==> config.mk <==
export PLATFORM = sky130hd
export DESIGN_NAME = signed_int_to_base_digits
export DESIGN_NICKNAME = d
export VERILOG_FILES = /design/src/rtl/sitbd_pkg.sv /design/src/rtl/sitbd_cfg.sv /design/src/rtl/sitbd_dp.sv /design/src/rtl/sitbd_ctrl.sv /design/src/rtl/signed_int_to_base_digits.sv
export SDC_FILE = /design/constraint.sdc
export NUM_CORES = 1
export LEC_CHECK = 0
export BUFFER_PORTS_ARGS = -buffer_cell sky130_fd_sc_hd__buf_2
export CELL_PAD_IN_SITES_DETAIL_PLACEMENT = 1
export CELL_PAD_IN_SITES_GLOBAL_PLACEMENT = 1
export CORE_MARGIN = 2
export CORE_UTILIZATION = 53
export CTS_BUF_LIST = sky130_fd_sc_hd__clkbuf_4 sky130_fd_sc_hd__clkbuf_8 sky130_fd_sc_hd__clkbuf_16
export DETAILED_ROUTE_END_ITERATION = 8
export GPL_TIMING_DRIVEN = 0
export PLACE_DENSITY = 0.9
export SLEW_MARGIN = 20
export SYNTH_ARGS = -nofsm -noshare
export SYNTH_HDL_FRONTEND = slang
export SYNTH_SLANG_ARGS = --single-unit
==> constraint.sdc <==
create_clock -name clk_i -period 22.3 [get_ports clk_i]
set_input_delay 1.115 -clock clk_i [delete_from_list [all_inputs] [get_ports clk_i]]
set_output_delay 1.115 -clock clk_i [all_outputs]
set_load 0.03 [all_outputs]
==> src/rtl/sitbd_pkg.sv <==
// ----------------------------------------------------------------------------
// sitbd_pkg
// Shared constants, types and register codes for the integer-to-text block.
// ----------------------------------------------------------------------------
package sitbd_pkg;

  localparam int NumW     = 32;              // input number width
  localparam int CharW    = 8;               // one character byte
  localparam int LenW     = 5;               // base_length register width
  localparam int CfgW     = 64;              // config data width
  localparam int NumSym   = 16;              // symbols held by the two table registers
  localparam int DigW     = $clog2(NumSym);  // digit value width
  localparam int MaxBase  = 16;              // longest usable base
  localparam int StackDep = NumW;            // most digits a magnitude can have
  localparam int StackAw  = $clog2(StackDep);
  localparam int NdigW    = StackAw + 1;
  localparam int BitsPerStep = 8;            // dividend bits retired per divider cycle
  localparam int DivSteps = NumW / BitsPerStep;
  localparam int StepW    = $clog2(DivSteps);
  localparam int AddrW    = 5;

  localparam logic [CharW-1:0] CharMinus = 8'h2D;
  localparam logic [CharW-1:0] CharPlus  = 8'h2B;

  // register index codes, taken from paddr[4:3]
  localparam logic [1:0] RegBaseLen = 2'd0;
  localparam logic [1:0] RegCharsLo = 2'd1;
  localparam logic [1:0] RegCharsHi = 2'd2;

  localparam logic [LenW-1:0] BaseLenRst  = 5'd10;
  localparam logic [CfgW-1:0] CharsLoRst  = 64'h3736353433323130;
  localparam logic [CfgW-1:0] CharsHiRst  = 64'h0000000000003938;

  typedef struct packed {
    logic            load;       // capture a new number
    logic            chk;        // check one symbol of the base
    logic [DigW-1:0] chk_idx;
    logic            div;        // one divider step
    logic            push;       // store finished digit
    logic            emit_sign;  // put '-' in the output register
    logic            pop;        // put the top digit's symbol in the output register
  } sitbd_cmd_t;

  typedef struct packed {
    logic base_ok;
    logic quo_zero;
    logic ndig_zero;
    logic ndig_one;
    logic neg;
    logic out_free;
  } sitbd_sts_t;

endpackage

==> src/rtl/sitbd_cfg.sv <==
// ----------------------------------------------------------------------------
// sitbd_cfg
// APB register file: base length and the two digit symbol tables.
// ----------------------------------------------------------------------------
module sitbd_cfg import sitbd_pkg::*; (
  input  logic             clk_i,
  input  logic             rst_ni,
  input  logic             psel,
  input  logic             penable,
  input  logic             pwrite,
  input  logic [AddrW-1:0] paddr,
  input  logic [CfgW-1:0]  pwdata,
  output logic [CfgW-1:0]  prdata,
  output logic             pready,
  output logic [LenW-1:0]  base_len_o,
  output logic [CfgW-1:0]  chars_lo_o,
  output logic [CfgW-1:0]  chars_hi_o
);

  logic [LenW-1:0] base_len_q;
  logic [CfgW-1:0] chars_lo_q, chars_hi_q;
  logic            wr_en;
  logic [1:0]      reg_idx;

  assign pready  = 1'b1;
  assign reg_idx = paddr[4:3];
  assign wr_en   = psel & penable & pwrite & pready;

  always_ff @(posedge clk_i or negedge rst_ni) begin
    if (!rst_ni) begin
      base_len_q <= BaseLenRst;
      chars_lo_q <= CharsLoRst;
      chars_hi_q <= CharsHiRst;
    end else if (wr_en) begin
      case (reg_idx)
        RegBaseLen: base_len_q <= pwdata[LenW-1:0];
        RegCharsLo: chars_lo_q <= pwdata;
        RegCharsHi: chars_hi_q <= pwdata;
        default: ;
      endcase
    end
  end

  always_comb begin
    case (reg_idx)
      RegBaseLen: prdata = {{(CfgW-LenW){1'b0}}, base_len_q};
      RegCharsLo: prdata = chars_lo_q;
      RegCharsHi: prdata = chars_hi_q;
      default:    prdata = '0;
    endcase
  end

  assign base_len_o = base_len_q;
  assign chars_lo_o = chars_lo_q;
  assign chars_hi_o = chars_hi_q;

endmodule

==> src/rtl/sitbd_dp.sv <==
// ----------------------------------------------------------------------------
// sitbd_dp
// Datapath: base check, byte-wide radix divider, digit stack, output register.
// ----------------------------------------------------------------------------
module sitbd_dp import sitbd_pkg::*; (
  input  logic             clk_i,
  input  logic             rst_ni,
  input  logic [NumW-1:0]  number_i,
  input  logic [LenW-1:0]  base_len_i,
  input  logic [CfgW-1:0]  chars_lo_i,
  input  logic [CfgW-1:0]  chars_hi_i,
  input  sitbd_cmd_t       cmd_i,
  output sitbd_sts_t       sts_o,
  output logic             out_valid_o,
  input  logic             out_ready_i,
  output logic [CharW-1:0] out_char_o,
  output logic             out_last_o
);

  logic [CharW-1:0] sym [NumSym];
  logic [2*CfgW-1:0] sym_all;

  logic [NumW-1:0]  div_q, div_d;
  logic [DigW-1:0]  rem_q, rem_d;
  logic [NdigW-1:0] ndig_q;
  logic [StackAw-1:0] rd_idx;
  logic             bad_q, neg_q, bad_now;
  logic [DigW-1:0]  stack_q [StackDep];
  logic             out_valid_q, out_last_q;
  logic [CharW-1:0] out_char_q;
  logic             out_free;

  assign sym_all = {chars_hi_i, chars_lo_i};

  always_comb begin
    for (int k = 0; k < NumSym; k++) begin
      sym[k] = sym_all[CharW*k +: CharW];
    end
  end

  // one symbol against '+', '-' and every later symbol in use
  always_comb begin
    logic [CharW-1:0] cur;
    logic             hit;
    logic             in_use;
    cur    = sym[cmd_i.chk_idx];
    hit    = 1'b0;
    in_use = {1'b0, cmd_i.chk_idx} < base_len_i;
    for (int j = 0; j < NumSym; j++) begin
      if (DigW'(j) > cmd_i.chk_idx && LenW'(j) < base_len_i && sym[j] == cur) begin
        hit = 1'b1;
      end
    end
    bad_now = in_use && (cur == CharPlus || cur == CharMinus || hit);
  end

  // restoring division, one byte of the dividend per cycle
  always_comb begin
    logic [DigW:0]          t;
    logic [BitsPerStep-1:0] qb;
    t  = '0;
    qb = '0;
    rem_d = rem_q;
    for (int b = 0; b < BitsPerStep; b++) begin
      t = {rem_d, div_q[NumW-1-b]};
      if (t >= base_len_i) begin
        t = t - base_len_i;
        qb[BitsPerStep-1-b] = 1'b1;
      end
      rem_d = t[DigW-1:0];
    end
    div_d = {div_q[NumW-BitsPerStep-1:0], qb};
  end

  assign rd_idx = StackAw'(ndig_q - NdigW'(1));

  always_ff @(posedge clk_i or negedge rst_ni) begin
    if (!rst_ni) begin
      ndig_q <= '0;
      bad_q  <= 1'b0;
      neg_q  <= 1'b0;
    end else begin
      if (cmd_i.load) begin
        ndig_q <= '0;
        bad_q  <= 1'b0;
        neg_q  <= number_i[NumW-1];
      end else if (cmd_i.push) begin
        ndig_q <= ndig_q + NdigW'(1);
      end else if (cmd_i.pop) begin
        ndig_q <= ndig_q - NdigW'(1);
      end
      if (cmd_i.chk && bad_now) bad_q <= 1'b1;
    end
  end

  always_ff @(posedge clk_i) begin
    if (cmd_i.load) begin
      div_q <= number_i[NumW-1] ? (NumW'(0) - number_i) : number_i;
      rem_q <= '0;
    end else if (cmd_i.div) begin
      div_q <= div_d;
      rem_q <= rem_d;
    end else if (cmd_i.push) begin
      rem_q <= '0;
    end
    if (cmd_i.push) stack_q[ndig_q[StackAw-1:0]] <= rem_q;
  end

  // output register
  assign out_free = !out_valid_q || out_ready_i;

  always_ff @(posedge clk_i or negedge rst_ni) begin
    if (!rst_ni) begin
      out_valid_q <= 1'b0;
    end else if (cmd_i.emit_sign || cmd_i.pop) begin
      out_valid_q <= 1'b1;
    end else if (out_ready_i) begin
      out_valid_q <= 1'b0;
    end
  end

  always_ff @(posedge clk_i) begin
    if (cmd_i.emit_sign) begin
      out_char_q <= CharMinus;
      out_last_q <= (ndig_q == '0);
    end else if (cmd_i.pop) begin
      out_char_q <= sym[stack_q[rd_idx]];
      out_last_q <= (ndig_q == NdigW'(1));
    end
  end

  assign out_valid_o = out_valid_q;
  assign out_char_o  = out_char_q;
  assign out_last_o  = out_last_q;

  always_comb begin
    sts_o.base_ok   = !bad_q && base_len_i >= LenW'(2) && base_len_i <= LenW'(MaxBase);
    sts_o.quo_zero  = (div_q == '0);
    sts_o.ndig_zero = (ndig_q == '0);
    sts_o.ndig_one  = (ndig_q == NdigW'(1));
    sts_o.neg       = neg_q;
    sts_o.out_free  = out_free;
  end

endmodule

==> src/rtl/sitbd_ctrl.sv <==
// ----------------------------------------------------------------------------
// sitbd_ctrl
// Sequencer: base check sweep, digit division loop, sign and digit output.
// ----------------------------------------------------------------------------
module sitbd_ctrl import sitbd_pkg::*; (
  input  logic       clk_i,
  input  logic       rst_ni,
  input  logic       in_valid_i,
  output logic       in_ready_o,
  input  sitbd_sts_t sts_i,
  output sitbd_cmd_t cmd_o
);

  localparam logic [2:0] SIdle   = 3'd0;
  localparam logic [2:0] SCheck  = 3'd1;
  localparam logic [2:0] SDecide = 3'd2;
  localparam logic [2:0] SDiv    = 3'd3;
  localparam logic [2:0] SPush   = 3'd4;
  localparam logic [2:0] SSign   = 3'd5;
  localparam logic [2:0] SEmit   = 3'd6;

  logic [2:0]       state_q, state_d;
  logic [DigW-1:0]  idx_q, idx_d;
  logic [StepW-1:0] step_q, step_d;

  assign in_ready_o = (state_q == SIdle);

  always_comb begin
    state_d = state_q;
    idx_d   = idx_q;
    step_d  = step_q;
    cmd_o   = '0;
    cmd_o.chk_idx = idx_q;
    case (state_q)
      SIdle: begin
        if (in_valid_i) begin
          cmd_o.load = 1'b1;
          idx_d      = '0;
          state_d    = SCheck;
        end
      end
      SCheck: begin
        cmd_o.chk = 1'b1;
        idx_d     = idx_q + DigW'(1);
        if (idx_q == DigW'(NumSym - 1)) state_d = SDecide;
      end
      SDecide: begin
        step_d = '0;
        if (sts_i.base_ok) state_d = SDiv;
        else if (sts_i.neg) state_d = SSign;
        else state_d = SIdle;
      end
      SDiv: begin
        cmd_o.div = 1'b1;
        step_d    = step_q + StepW'(1);
        if (step_q == StepW'(DivSteps - 1)) state_d = SPush;
      end
      SPush: begin
        cmd_o.push = 1'b1;
        step_d     = '0;
        if (!sts_i.quo_zero) state_d = SDiv;
        else if (sts_i.neg) state_d = SSign;
        else state_d = SEmit;
      end
      SSign: begin
        if (sts_i.out_free) begin
          cmd_o.emit_sign = 1'b1;
          state_d = sts_i.ndig_zero ? SIdle : SEmit;
        end
      end
      SEmit: begin
        if (sts_i.out_free) begin
          cmd_o.pop = 1'b1;
          if (sts_i.ndig_one) state_d = SIdle;
        end
      end
      default: state_d = SIdle;
    endcase
  end

  always_ff @(posedge clk_i or negedge rst_ni) begin
    if (!rst_ni) begin
      state_q <= SIdle;
      idx_q   <= '0;
      step_q  <= '0;
    end else begin
      state_q <= state_d;
      idx_q   <= idx_d;
      step_q  <= step_d;
    end
  end

endmodule

==> src/rtl/signed_int_to_base_digits.sv <==
// ----------------------------------------------------------------------------
// signed_int_to_base_digits
// Renders a signed 32-bit number as text in a programmable base.
// ----------------------------------------------------------------------------
// One number is taken at a time. After acceptance the block checks the base
// symbols (one symbol against all later ones per cycle), then decides, then
// runs the divider for each digit (it retires one byte of the dividend per
// cycle, then the digit is stacked), then emits a '-' for a negative number
// and the output characters one at a time, holding while the output stalls.
// With an invalid base only a '-' beat (negative input) or nothing appears.
module signed_int_to_base_digits import sitbd_pkg::*; (
  input  logic             clk_i,
  input  logic             rst_ni,
  input  logic             s_axis_tvalid,
  output logic             s_axis_tready,
  input  logic [NumW-1:0]  s_axis_tdata,   // [31:0] number
  output logic             m_axis_tvalid,
  input  logic             m_axis_tready,
  output logic [CharW-1:0] m_axis_tdata,   // [7:0] out_char
  output logic             m_axis_tlast,   // last_char
  input  logic             psel,
  input  logic             penable,
  input  logic             pwrite,
  input  logic [AddrW-1:0] paddr,
  input  logic [CfgW-1:0]  pwdata,
  output logic [CfgW-1:0]  prdata,
  output logic             pready
);

  logic [LenW-1:0] base_len;
  logic [CfgW-1:0] chars_lo, chars_hi;
  sitbd_cmd_t      cmd;
  sitbd_sts_t      sts;

  sitbd_cfg u_cfg (
    .clk_i      (clk_i),
    .rst_ni     (rst_ni),
    .psel       (psel),
    .penable    (penable),
    .pwrite     (pwrite),
    .paddr      (paddr),
    .pwdata     (pwdata),
    .prdata     (prdata),
    .pready     (pready),
    .base_len_o (base_len),
    .chars_lo_o (chars_lo),
    .chars_hi_o (chars_hi)
  );

  sitbd_ctrl u_ctrl (
    .clk_i      (clk_i),
    .rst_ni     (rst_ni),
    .in_valid_i (s_axis_tvalid),
    .in_ready_o (s_axis_tready),
    .sts_i      (sts),
    .cmd_o      (cmd)
  );

  sitbd_dp u_dp (
    .clk_i       (clk_i),
    .rst_ni      (rst_ni),
    .number_i    (s_axis_tdata),
    .base_len_i  (base_len),
    .chars_lo_i  (chars_lo),
    .chars_hi_i  (chars_hi),
    .cmd_i       (cmd),
    .sts_o       (sts),
    .out_valid_o (m_axis_tvalid),
    .out_ready_i (m_axis_tready),
    .out_char_o  (m_axis_tdata),
    .out_last_o  (m_axis_tlast)
  );

endmodule

==> impl_metrics.ini, run 1 <==
[setup_path]
setup.worst_path.start = u_cfg.base_len_o[1]
r2r_end = u_dp.rem_q[0]
rr_startpoint = u_cfg.base_len_o[1]
crit_path_end_kind = flop
crit_path_max_fanout = 12
r2r_slack_ns = 5.97
slowest_stage = dfstp_2
ff2ff_path_depth = 67
slowest_delay_ns = 0.81
arrival_ns = 16.78
crit_end = u_dp.rem_q[0]
required_ns = 22.75
cp-start-kind = flop
path_common_cell = a21o_1
path_class = reg2reg

[final_layout]
nets = 2175
area_delta_synth_final_pct = 14.0
drive_gt1_frac = 0.277

[yosys]
synth.most_common_cell = mux2_2
synth_cells = 1788
synth.distinct_cells = 83
synthTopCellsByArea = edfxtp_1, dfrtp_1, mux2_2, mux4_2, dfstp_2
synth_area_sq_um = 20800
synth.net_count = 1957
synth_edf_count = 161
ys_warn_count = 0
ys.flop_type = edfxtp_1
yosysSeqAreaShare = 0.428
syn_avg_cell_area_sq_um = 11.6
synth-seq-cells = 324
synth_common_cells = mux2_2, edfxtp_1, nor2_1, dfrtp_1, nand2_1
yosys.area.top_type = edfxtp_1
synthArstFlopShare = 0.466
synth.top_cell.area_share = 0.232

[sta]
timing.final.crit_share = 0.732
fin_setup_tns_ns = 0
skew_ns = 0.0212
slew_violations = 0
hold_viol = 0
rsz0062_at_grt = no
finalSetupViolCount = 0
min_period_ns = 16.33
tightestPinTransition_ns = 1.34
slew_headroom = 0.107
fmax_mhz = 61.2

[detailed_routing]
wl_per_cell_um = 33.5
drt-pass1-iter-count = 6
wl_um = 85600
drtIter0Drc = 2112
antenna_left = 0
vias_per_cell = 6.96
vias = 17754
drcViolationCount = 0

[cts]
cts_root_buffer = clkbuf_16
cts_resized = 0
htreeDepth = 2
clk_pin_slew_ns = 0.07
clk_latency_ns = 0.59
cts_tree = done
clockBufferDepth = 3
post_cts_buffers = 0
clock_sinks = 324
cts_buffers = 36
postCtsHoldBufs = 0

[min_path]
hp-class = in2async

[floorplan]
die_area_sq_um = 40900
start_util = 0.537
core_area_sq_um = 38700
fp.dieW_um = 202
placementRows = 72
pin_count = 184
die_y_um = 202

[grt]
antenna_found_initial = 3
grt_pass1_wl_um = 125000
grt_pass1_vias = 18857
track_usage = 0.419
grt_max_degree = 78
grt-ovfl-total = 0

[placed_design]
port_buffers = 178
gp_congestion = 1.05
dp_hpwl_um = 60600

[outcome]
status = finished, final reports clean

[job]
drv_cap = 0
## stage by stage
step           cells  setup WS (ns)  area [sq um]  utilization  hold WS, ns
4_1_cts         2551           6.21         23700        0.612        0.486
3_3_place_gp    2484           7.82         22300        0.577        0.459
6_report        2552           5.97         23700        0.613        0.480
5_1_grt         2551           5.16         23700        0.613        0.504
3_5_place_dp    2486           6.63         22400        0.579        0.466
2_1_floorplan   1788           9.64         20800            -        0.465
## per-layer routing
metal / track usage / wire (um)
met4: 0.254 / 6270
met1: 0.496 / 30500
met2: 0.704 / 41300
met5: 0 / 34
met3: 0.0872 / 7510
## placed cells by master (no fill, tap or decap), types with 26 or more instances in the layout
cell / count
buf_2: 192
mux2_2: 164
edfxtp_1: 161
nor2_1: 117
dfrtp_1: 114
nand2_1: 112
xnor2_1: 81
o21ai_0: 78
xor2_1: 78
mux2i_1: 71
clkbuf_1: 66
a22o_1: 63
ha_1: 53
mux4_2: 51
a21oi_1: 45
inv_1: 43
dfstp_2: 37
clkbuf_16: 36
nand3_1: 26
## cells by family (layout without fill, tap and decap cells)
| logic type | Yosys count | in the layout | synth area share |
|---|---|---|---|
| xor gates and xnor gates | 161 | 161 | 0.0685 |
| and+or+nand+nor | 414 | 414 | 0.0969 |
| AOI/OAI and AO/OA | 359 | 359 | 0.122 |
| muxes | 316 | 316 | 0.211 |
| buffers and inverters | 152 | 397 | 0.0343 |
| DFF | 324 | 324 | 0.428 |
| other | 1 | 2 | 0.000180 |
| adders and majority gates | 61 | 61 | 0.0396 |
## worst max-delay path, delay by kind of cell (launching register included)
| kind | cells | cell delay [ns] |
|---|---|---|
| buffers and inverters | 10 | 1.76 |
| adder cells (fa/ha/maj) | 8 | 2.24 |
| AND/OR/NAND/NOR | 14 | 2.19 |
| AO/OA/AOI/OAI | 30 | 7.41 |
| flip-flops | 1 | 0.81 |
| multiplexers | 5 | 1.77 |
## worst min-delay path by stage
stage,start,endpoint,slack (ns),cells after the start
after floorplan,u_ctrl.step_q[0],u_ctrl.step_q[0],0.47,1
after global placement,u_dp.out_char_o[1],u_dp.out_char_o[1],0.46,2
after detailed placement,u_dp.out_char_o[1],u_dp.out_char_o[1],0.47,2
after CTS,u_dp.out_char_o[1],u_dp.out_char_o[1],0.49,2
after global routing,u_dp.out_char_o[1],u_dp.out_char_o[1],0.50,2
final,rst_ni,u_cfg.chars_hi_o[17],0.48,1
## sequential cells by signal, indices dropped and copies added, names as in the netlist
name	flops
u_dp.ndig_q	6
u_cfg.base_len_o	5
u_ctrl.idx_q	4
u_cfg.chars_hi_o	64
u_dp.neg_q	1
u_ctrl.step_q	2
u_dp.out_valid_o	1
u_ctrl.state_q	3
u_cfg.chars_lo_o	64
u_dp.stack_q	128
u_dp.out_last_o	1
u_dp.div_q	32
u_dp.bad_q	1
u_dp.out_char_o	8
u_dp.rem_q	4
## cell type report
cell class / instances / area [sq um]
Antenna cell: 1 / 2.50
Tap cell: 518 / 648
Fill cell: 4012 / 15000
Timing Repair Buffer: 180 / 956
Multi-Input combinational cell: 1312 / 11200
Clock inverter: 21 / 333
Inverter: 45 / 171
Sequential cell: 324 / 8900
Clock buffer: 44 / 967
Buffer: 107 / 542
Power of run 1 is not shown: default switching activity piles up to over one toggle a cycle in this logic, so the estimate is an artifact.
==> run 2, diff against run 1 <==
Settings changed: CORE_UTILIZATION 53 to 49, PLACE_DENSITY 0.9 to 0.84.
Clock period 22.3 ns to 15.2 ns, I/O delays scaled along.
==> run 2 against run 1 <==
Against the previous run: sequential share of layout area shrank 0.22 points; final cell count grew 1.3%; non-clock buffer count grew 6; clock skew grew 0.024 ns; register-to-register slack lost 5.2 ns; hold slack lost 0.35 ns; cell area grew 0.62%; first-iteration DRC count shrank 24%; fmax grew 13%; critical path depth grew 1; clock-buffer cell count shrank 2; core utilization shrank 4.3 points; largest cell class unchanged; highest routed layer unchanged.
==> impl_metrics.ini, run 2 (same netlist as run 1, synthesis figures left out) <==
[outcome]
status = finished, final reports clean

[detailed_routing]
antenna_left = 0
drcViolationCount = 0
wl_um = 81700
drtIter0Drc = 1596
wl_per_cell_um = 31.6
drt-pass1-iter-count = 5
vias_per_cell = 6.65
vias = 17171

[cts]
cts_tree = done
htreeDepth = 2
clk_pin_slew_ns = 0.06
clock_sinks = 324
cts_buffers = 36
clk_latency_ns = 0.60
postCtsHoldBufs = 0
clockBufferDepth = 3
cts_root_buffer = clkbuf_16

[setup_path]
crit_path_max_fanout = 12
path_class = reg2reg
slowest_stage = dfstp_4
arrival_ns = 14.89
required_ns = 15.69
r2r_end = u_dp.rem_q[1]
r2r_slack_ns = 0.81
ff2ff_path_depth = 68
crit_path_end_kind = flop
slowest_delay_ns = 0.77
rr_startpoint = u_cfg.base_len_o[1]
cp-start-kind = flop
path_common_cell = a21o_1

[final_layout]
final_cell_mix = buf_2, mux2_2, edfxtp_1, nor2_1, dfrtp_1
drive_gt1_frac = 0.283
final_common_cell = buf_2
regArea_sq_um = 8910
largest_reg_flops = 128
area_delta_synth_final_pct = 14.8
nFillCells = 4416
nets = 2181
multi_input_comb_area_sq_um = 11200

[job]
drv_cap = 0

[grt]
grt_pass1_vias = 18088
track_usage = 0.368
grt_max_degree = 84
grt-ovfl-total = 0
grt_pass1_wl_um = 119000
antenna_found_initial = 4

[sta]
fmax_mhz = 69.5
slew_headroom = 0.226
skew_ns = 0.0454
tightestPinTransition_ns = 1.16
slew_violations = 0
min_period_ns = 14.39
finalSetupViolCount = 0
hold_ws_ns = 0.130
fin_setup_tns_ns = 0
hold_viol = 0
timing.final.crit_share = 0.947

[min_path]
hp-class = in2async

[floorplan]
die_y_um = 210
core_area_sq_um = 41900
fp.dieW_um = 210
placementRows = 75
start_util = 0.496
die_area_sq_um = 44100
pin_count = 184

[placed_design]
gp_congestion = 1.06
port_buffers = 178
dp_hpwl_um = 60000
-- run 2: layout make-up --
cell class                 instances  share of cell area
sequential                       324               0.373
inverter                          45             0.00734
clock buffer                      42              0.0409
timing repair buffer             186              0.0419
tap                              539              0.0282
multi-input combinational       1312               0.470
buffer                           107              0.0229
antenna                            5            0.000524
clock inverter                    24              0.0151
-- run 2: per-layer routing --
metal	global-route usage	wire length, um
met5	0	13
met4	0.220	5350
met3	0.0642	6380
met2	0.614	39000
met1	0.449	30900
-- run 2: stage by stage --
stage                     worst slack [ns]  cells  instance area, sq um   util
after floorplan                       2.54   1788                 20800      -
after global placement               0.705   2505                 22400  0.533
after detailed placement            0.0619   2507                 22500  0.535
after CTS                           0.0922   2573                 23800  0.567
after global routing               -0.0321   2579                 23900  0.569
final                                0.806   2584                 23900  0.569
-- run 2: worst max path at each step --
stage | startpoint | endpoint | slack, ns | cells after the start
6_report | u_cfg.base_len_o[1] | u_dp.rem_q[1] | 0.81 | 68
5_1_grt | u_cfg.base_len_o[1] | u_dp.rem_q[0] | -0.03 | 68
4_1_cts | u_cfg.base_len_o[1] | u_dp.rem_q[1] | 0.09 | 67
3_5_place_dp | u_cfg.base_len_o[1] | u_dp.rem_q[0] | 0.06 | 67
3_3_place_gp | u_cfg.base_len_o[1] | u_dp.rem_q[1] | 0.71 | 67
2_1_floorplan | u_cfg.base_len_o[1] | u_dp.rem_q[1] | 2.54 | 67
-- run 2: timing repair --
action / CTS / global route
setup endpoints to repair: 2 / 5
endpoints found under the hold margin: 0 / 0
pin swaps: 0 / 0
setup buffers: 0 / 6
gates resized for setup: 1 / 10
gates cloned: 0 / 0
-- run 2: critical path, delay by kind of cell (launching register included) --
kind | cells | cell delay (ns)
compound gates | 29 | 6.08
fa+ha+maj | 8 | 2.18
simple gates | 14 | 2.10
mux | 6 | 1.93
buf+inv | 11 | 1.21
flops | 1 | 0.77
Power of run 2 is left out for the same reason.
